**src/sv/ffpa_pkg.sv**
```systemverilog
// Package for the first-fit pool allocator: field widths, state and status codes,
// and the controller/datapath command and status structs. No dependencies.
`default_nettype none

package ffpa_pkg;

  localparam int REQ_W  = 12;
  localparam int OFF_W  = 12;
  localparam int FREE_W = 13;
  localparam int STAT_W = 2;

  typedef enum logic [STAT_W-1:0] {
    STAT_OK     = 2'd0,
    STAT_NOFIT  = 2'd1,
    STAT_BADREL = 2'd2
  } stat_t;

  typedef enum logic {
    CMD_ALLOC   = 1'b0,
    CMD_RELEASE = 1'b1
  } op_t;

  typedef enum logic [3:0] {
    S_IDLE, S_RD, S_EV, S_ALLOC, S_UP, S_UPW, S_WREM, S_WCUR,
    S_RDN, S_EVN, S_MRG, S_DN, S_DNW, S_FIN
  } state_t;

  typedef enum logic [1:0] {
    RS_IDX, RS_NEXT, RS_UP, RS_DN
  } rsel_t;

  typedef enum logic [2:0] {
    WR_NONE, WR_UP, WR_DN, WR_REM, WR_SPLIT, WR_WHOLE, WR_MERGE
  } wop_t;

  typedef struct packed {
    logic  take;
    logic  rd;
    rsel_t rsel;
    wop_t  wop;
    logic  idx_inc;
    logic  keep_prev;
    logic  keep_cur;
    logic  keep_nxt;
    logic  up_init;
    logic  dn_done;
    logic  set_stat;
    stat_t stat;
    logic  load_out;
  } ffpa_cmd_t;

  typedef struct packed {
    logic is_alloc;
    logic scan_end;
    logic hit;
    logic match;
    logic e_free;
    logic has_next;
    logic split;
    logic up_more;
    logic dn_more;
    logic out_busy;
  } ffpa_stat_t;

endpackage

`default_nettype wire

```
**src/sv/ffpa_ctrl.sv**
```systemverilog
// Controller FSM of the pool allocator: sequences scan, shift and merge steps.
// Depends on ffpa_pkg.
`default_nettype none

module ffpa_ctrl
  import ffpa_pkg::*;
(
  input  wire logic       clk,
  input  wire logic       rst_n,
  input  wire logic       in_valid,
  output logic            in_ready,
  input  wire ffpa_stat_t st,
  output ffpa_cmd_t       cmd
);

  state_t state_r, state_nxt;

  always_ff @(posedge clk) begin
    if (!rst_n) begin
      state_r <= S_IDLE;
    end else begin
      state_r <= state_nxt;
    end
  end

  always_comb begin
    state_nxt = state_r;
    cmd       = '0;
    cmd.rsel  = RS_IDX;
    cmd.wop   = WR_NONE;
    cmd.stat  = STAT_OK;
    in_ready  = 1'b0;
    unique case (state_r)
      S_IDLE: begin
        in_ready = 1'b1;
        if (in_valid) begin
          cmd.take  = 1'b1;
          state_nxt = S_RD;
        end
      end
      S_RD: begin
        if (st.scan_end) begin
          cmd.set_stat = 1'b1;
          cmd.stat     = st.is_alloc ? STAT_NOFIT : STAT_BADREL;
          state_nxt    = S_FIN;
        end else begin
          cmd.rd    = 1'b1;
          cmd.rsel  = RS_IDX;
          state_nxt = S_EV;
        end
      end
      S_EV: begin
        if (st.is_alloc) begin
          if (st.hit) begin
            cmd.keep_cur = 1'b1;
            state_nxt    = S_ALLOC;
          end else begin
            cmd.keep_prev = 1'b1;
            cmd.idx_inc   = 1'b1;
            state_nxt     = S_RD;
          end
        end else if (st.match) begin
          if (st.e_free) begin
            cmd.set_stat = 1'b1;
            cmd.stat     = STAT_BADREL;
            state_nxt    = S_FIN;
          end else begin
            cmd.keep_cur = 1'b1;
            state_nxt    = st.has_next ? S_RDN : S_MRG;
          end
        end else begin
          cmd.keep_prev = 1'b1;
          cmd.idx_inc   = 1'b1;
          state_nxt     = S_RD;
        end
      end
      S_ALLOC: begin
        if (st.split) begin
          cmd.up_init = 1'b1;
          state_nxt   = S_UP;
        end else begin
          cmd.wop      = WR_WHOLE;
          cmd.set_stat = 1'b1;
          cmd.stat     = STAT_OK;
          state_nxt    = S_FIN;
        end
      end
      S_UP: begin
        if (st.up_more) begin
          cmd.rd    = 1'b1;
          cmd.rsel  = RS_UP;
          state_nxt = S_UPW;
        end else begin
          state_nxt = S_WREM;
        end
      end
      S_UPW: begin
        cmd.wop   = WR_UP;
        state_nxt = S_UP;
      end
      S_WREM: begin
        cmd.wop   = WR_REM;
        state_nxt = S_WCUR;
      end
      S_WCUR: begin
        cmd.wop      = WR_SPLIT;
        cmd.set_stat = 1'b1;
        cmd.stat     = STAT_OK;
        state_nxt    = S_FIN;
      end
      S_RDN: begin
        cmd.rd    = 1'b1;
        cmd.rsel  = RS_NEXT;
        state_nxt = S_EVN;
      end
      S_EVN: begin
        cmd.keep_nxt = 1'b1;
        state_nxt    = S_MRG;
      end
      S_MRG: begin
        cmd.wop   = WR_MERGE;
        state_nxt = S_DN;
      end
      S_DN: begin
        if (st.dn_more) begin
          cmd.rd    = 1'b1;
          cmd.rsel  = RS_DN;
          state_nxt = S_DNW;
        end else begin
          cmd.dn_done  = 1'b1;
          cmd.set_stat = 1'b1;
          cmd.stat     = STAT_OK;
          state_nxt    = S_FIN;
        end
      end
      S_DNW: begin
        cmd.wop   = WR_DN;
        state_nxt = S_DN;
      end
      S_FIN: begin
        if (!st.out_busy) begin
          cmd.load_out = 1'b1;
          state_nxt    = S_IDLE;
        end
      end
      default: state_nxt = S_IDLE;
    endcase
  end

endmodule

`default_nettype wire

```
**config.mk**
```make
export PLATFORM = sky130hd
export DESIGN_NAME = ffpa_ctrl
export DESIGN_NICKNAME = d
export VERILOG_FILES = /design/src/sv/ffpa_pkg.sv /design/src/sv/ffpa_ctrl.sv
export SDC_FILE = /design/constraint.sdc
export NUM_CORES = 1
export LEC_CHECK = 0
export ABC_AREA = 1
export BUFFER_PORTS_ARGS = -buffer_cell sky130_fd_sc_hd__clkbuf_2
export CAP_MARGIN = 20
export CORE_MARGIN = 2
export CORE_UTILIZATION = 37
export DETAILED_ROUTE_END_ITERATION = 7
export HOLD_SLACK_MARGIN = 0.03
export PLACE_DENSITY = 0.77
export SYNTH_ARGS = -nofsm -noshare
export SYNTH_HDL_FRONTEND = slang
export SYNTH_SLANG_ARGS = --single-unit
```
**constraint.sdc**
```tcl
create_clock -name clk -period 1.03 [get_ports clk]
set_input_delay 0.0515 -clock clk [delete_from_list [all_inputs] [get_ports clk]]
set_output_delay 0.0515 -clock clk [all_outputs]
set_load 0.02 [all_outputs]
```
==> flow_summary.yaml, run 1 <==
status:
  status: "aborted with a tool error"
  tool.error: "[ERROR DPL-0038] Utilization greater than 100%, impossible to legalize"
  failed_stage: "global routing"
clocking:
  cts_buffers: 3
  clk_path_buf_depth: 2
  h-tree-depth: 1
  clock_sinks: 4
  root_buffer: "clkbuf_4"
  ctsHoldBuffers: 0
synthesis:
  synth_most_common_cell: "nand2_1"
  ys_dominant_reg_cell: "dfxtp_1"
  synth_top_area_cell: "nand2_1"
  synth.top_cells.by_area: "nand2_1, dfxtp_1, inv_1"
  syn_area_um2: 526
  syn_avg_cell_area_um2: 5.47
  yosysSeqAreaShare_pct: 15.2
  async_flop_share_pct: 0
  ys_top_cells_by_count: "nand2_1, inv_1, nor2_1"
  netlist_instances: 96
  synth_top_area_share_pct: 15.7
  ys_ff_latch: 4
  syn_nets: 109
  ys_types: 23
  yosysWarnings: 0
  synth_edf_count: 0
floorplan:
  rows: 13
  die_height_um: 41.7
  start_util_pct: 39.9
  die_w_um: 41.7
  num_io_pins: 31
timing:
  grt_repair_worst_endpoint: "cmd[3]"
  worstEpCategory: "top-level output"
place:
  place_congestion: 0.855
  hpwl_mm: 1.46
  io_buffers: 30
  dpl_cell_area_um2: 885
global_routing:
  grt_start_max_net_pins: 7
-- cells by family after synthesis --
family          count (synthesis)  share of synthesized area [%]
compound gates                 10                           12.1
buf+inv                        23                           17.1
flops                           4                           15.2
simple gates                   59                           55.5
-- through the flow --
step           std cells  hold slack [ns]  worst slack [ns]  TNS [ns]
4_1_cts              172           0.0909            -0.398     -7.37
2_1_floorplan         96            0.166            -0.132    -0.651
3_3_place_gp         154            0.325            -0.214     -1.71
3_5_place_dp         154            0.325            -0.209     -2.17
-- what timing repair did --
action,4_1_cts
buffers inserted,14
pin swaps,16
setup endpoints to repair,22
resized for setup,44
==> run 2, diff against run 1 <==
CORE_AREA = 2 2 63 65   (was not set)
CORE_MARGIN = not set   (was 2)
CORE_UTILIZATION = not set   (was 37)
DIE_AREA = 0 0 65 67   (was not set)
HOLD_SLACK_MARGIN = not set   (was 0.03)
PLACE_DENSITY = not set   (was 0.77)
PLACE_DENSITY_LB_ADDON = 0.15   (was not set)
clock period = 1.34 ns   (was 1.03 ns; I/O delays follow)
==> flow_summary.yaml, run 2 <==
status:
  status: "complete, but fails checks"
  violations: "negative setup slack"
place:
  place_congestion: 0.777
  dp_cells: 179
  hpwl_mm: 1.61
  io_buffers: 30
global_routing:
  grt_pass1_vias: 674
  grt_start_max_net_pins: 8
  grt_pass1_wl_mm: 3.23
  grt.overflow.total: 0
  grt_use_total_pct: 9.74
  antenna_found_initial: 0
final_layout:
  area_delta_synth_final_pct: 92.1
  n_fill_cell: 412
  antenna_cells: 0
  largest_reg_flops: 4
  stdcell_count: 187
  fin_nets: 154
  drive_gt1_share_pct: 54.7
  reg_top3: "state_r: 4 flops"
  final_cell_mix: "nand2_1, clkbuf_2, inv_1"
  largest_register: "state_r"
worst_setup_path:
  crit_path_end_kind: "output pin"
  cp_top_family: "flip-flops"
  critPathKind: "reg2out"
  crit_fanout: 7
  r2r_start: "state_r[1]"
  path_cells: "buf_4 > nor2_4 > nand2_2 > nand2_1 > a21oi_1 > inv_1 > buf_6"
  critPathBufInv: 3
  slowest_stage: "dfxtp_4"
  critPathMaxStageDelay_ns: 0.37
  start_kind: "flip-flop"
  arrival_ns: 1.35
  startpoint: "state_r[1]"
  critPathRequiredTime_ns: 1.27
floorplan:
  coreArea_um2: 3610
  die_w_um: 65
  die_height_um: 67
  rows: 22
  dieArea_um2: 4360
  start_util_pct: 14.6
  num_io_pins: 31
synthesis:
  synth_top_area_share_pct: 15.7
  synth_most_common_cell: "nand2_1"
  ys_dominant_reg_cell: "dfxtp_1"
  async_flop_share_pct: 0
  synth_edf_count: 0
  synth.top_cells.by_area: "nand2_1, dfxtp_1, inv_1"
  synth_top_area_cell: "nand2_1"
  yosysSeqAreaShare_pct: 15.2
  ys_top_cells_by_count: "nand2_1, inv_1, nor2_1"
  ys_types: 23
  ys_ff_latch: 4
  netlist_instances: 96
  syn_avg_cell_area_um2: 5.47
  syn_area_um2: 526
  yosysWarnings: 0
  syn_nets: 109
clocking:
  h-tree-depth: 1
  cts_buffers: 3
  clk_path_buf_depth: 2
  clock_sinks: 4
  cts_tree: "yes"
  clock_latency_ns: 0.22
  root_buffer: "clkbuf_8"
  path_clk_slew_ns: 0.03
flow_run:
  drv_cap: 0
drt:
  viasPerCell: 3.88
  antenna_left: 0
  wl_met2_um: 877
  top_layer: "met4"
  wl_per_cell_um: 10.2
  drcViolationCount: 0
  via_count: 725
  wl_met1_um: 868
  wirelength_mm: 1.91
  drtIter0Drc: 20
  wl_met3_um: 133
  drtPass1Iterations: 3
timing:
  relSlewSlack_pct: 84.6
  skew_ns: 0.000517
  fin_crit_ns: 1.41
  finalHoldViolCount: 0
  fmax_ghz: 0.707
  setup-violations-final: 9
  finalMaxSlewViolations: 0
  period_share_pct: 106
  tightest_slew_ns: 0.229
  grt_setup_unrepaired: "yes"
  setup_ws_ns: -0.0739
power_and_ir_drop:
  power_mw: 1.86
  pwr_density_cell_nw_per_um2: 1850
  p_leak_nw: 0.569
  peakVddDrop_v: 0.00124
hold_path:
  hp-start: "st[4]"
  hold_class: "in2reg"
## run 2: cell counts after synthesis
Identical to the previous run, type by type.
## run 2: cells by family (layout without fill, tap and decap cells)
family / count (synthesis) / count (layout) / synth area share, %
AOI/OAI and AO/OA: 10 / 10 / 12.1
DFF: 4 / 4 / 15.2
and+or+nand+nor: 59 / 59 / 55.5
buffers and inverters: 23 / 66 / 17.1
## run 2: worst reg2reg max path, cell delays in order (launching register included)
cell and delay, ns:
dfxtp_4 0.37, buf_4 0.15, nor2_4 0.18, nand3_2 0.14, nand3_1 0.10, nor2_1 0.05
nand2_1 0.05, nand2_1 0.05, a21oi_2 0.10
## run 2: final timing paths
kind	to	slack [ns]	cells past startpoint
hold / removal	state_r[1]	0.13	4
setup reg to reg	state_r[0]	0.08	8
hold reg to reg	state_r[2]	0.72	3
setup / recovery	cmd[11]	-0.07	7
## run 2: per-stage QoR
step	worst slack, ns	hold slack (ns)	utilization [%]	area (um^2)	setup TNS (ns)
5_1_grt	-0.153	0.141	28.0	1010	-1.45
3_3_place_gp	-0.0624	0.368	21.6	778	-0.167
2_1_floorplan	0.0152	0.220	-	531	0
4_1_cts	-0.0957	0.129	23.9	862	-0.410
3_5_place_dp	-0.0309	0.364	21.6	778	-0.0813
6_report	-0.0739	0.126	28.0	1010	-0.351
## run 2: metal layers
metal | track usage, % | vias up
met5 | 0 | -
met4 | 3.99 | 0
li1 | - | 390
met1 | 12.3 | 310
met3 | 3.38 | 2
met2 | 14.9 | 23
## run 2: final cells by class
type | count | area [um^2] | area share (%)
inverter | 22 | 90.1 | 8.92
multi-input combinational | 69 | 424 | 42.0
clock buffer | 3 | 41.3 | 4.09
tap | 48 | 60.1 | 5.95
sequential | 4 | 95.1 | 9.42
timing repair buffer | 41 | 299 | 29.6
## run 2: repair_timing
| action | CTS | global route |
|---|---|---|
| buffers inserted | 0 | 6 |
| hold endpoints to repair | 0 | 0 |
| setup endpoints to repair | 17 | 17 |
| pin swaps | 2 | 10 |
| hold buffers | 0 | 0 |
| gates resized for setup | 16 | 43 |
## run 2: power breakdown
group / switching [mW] / internal (mW) / leakage (nW)
logic: 0.739 / 0.558 / 0.512
registers: 0.121 / 0.193 / 0.0356
clock network: 0.0615 / 0.191 / 0.0216
total: 0.922 / 0.942 / 0.569
No activity file was read; power rests on OpenSTA's default activity.
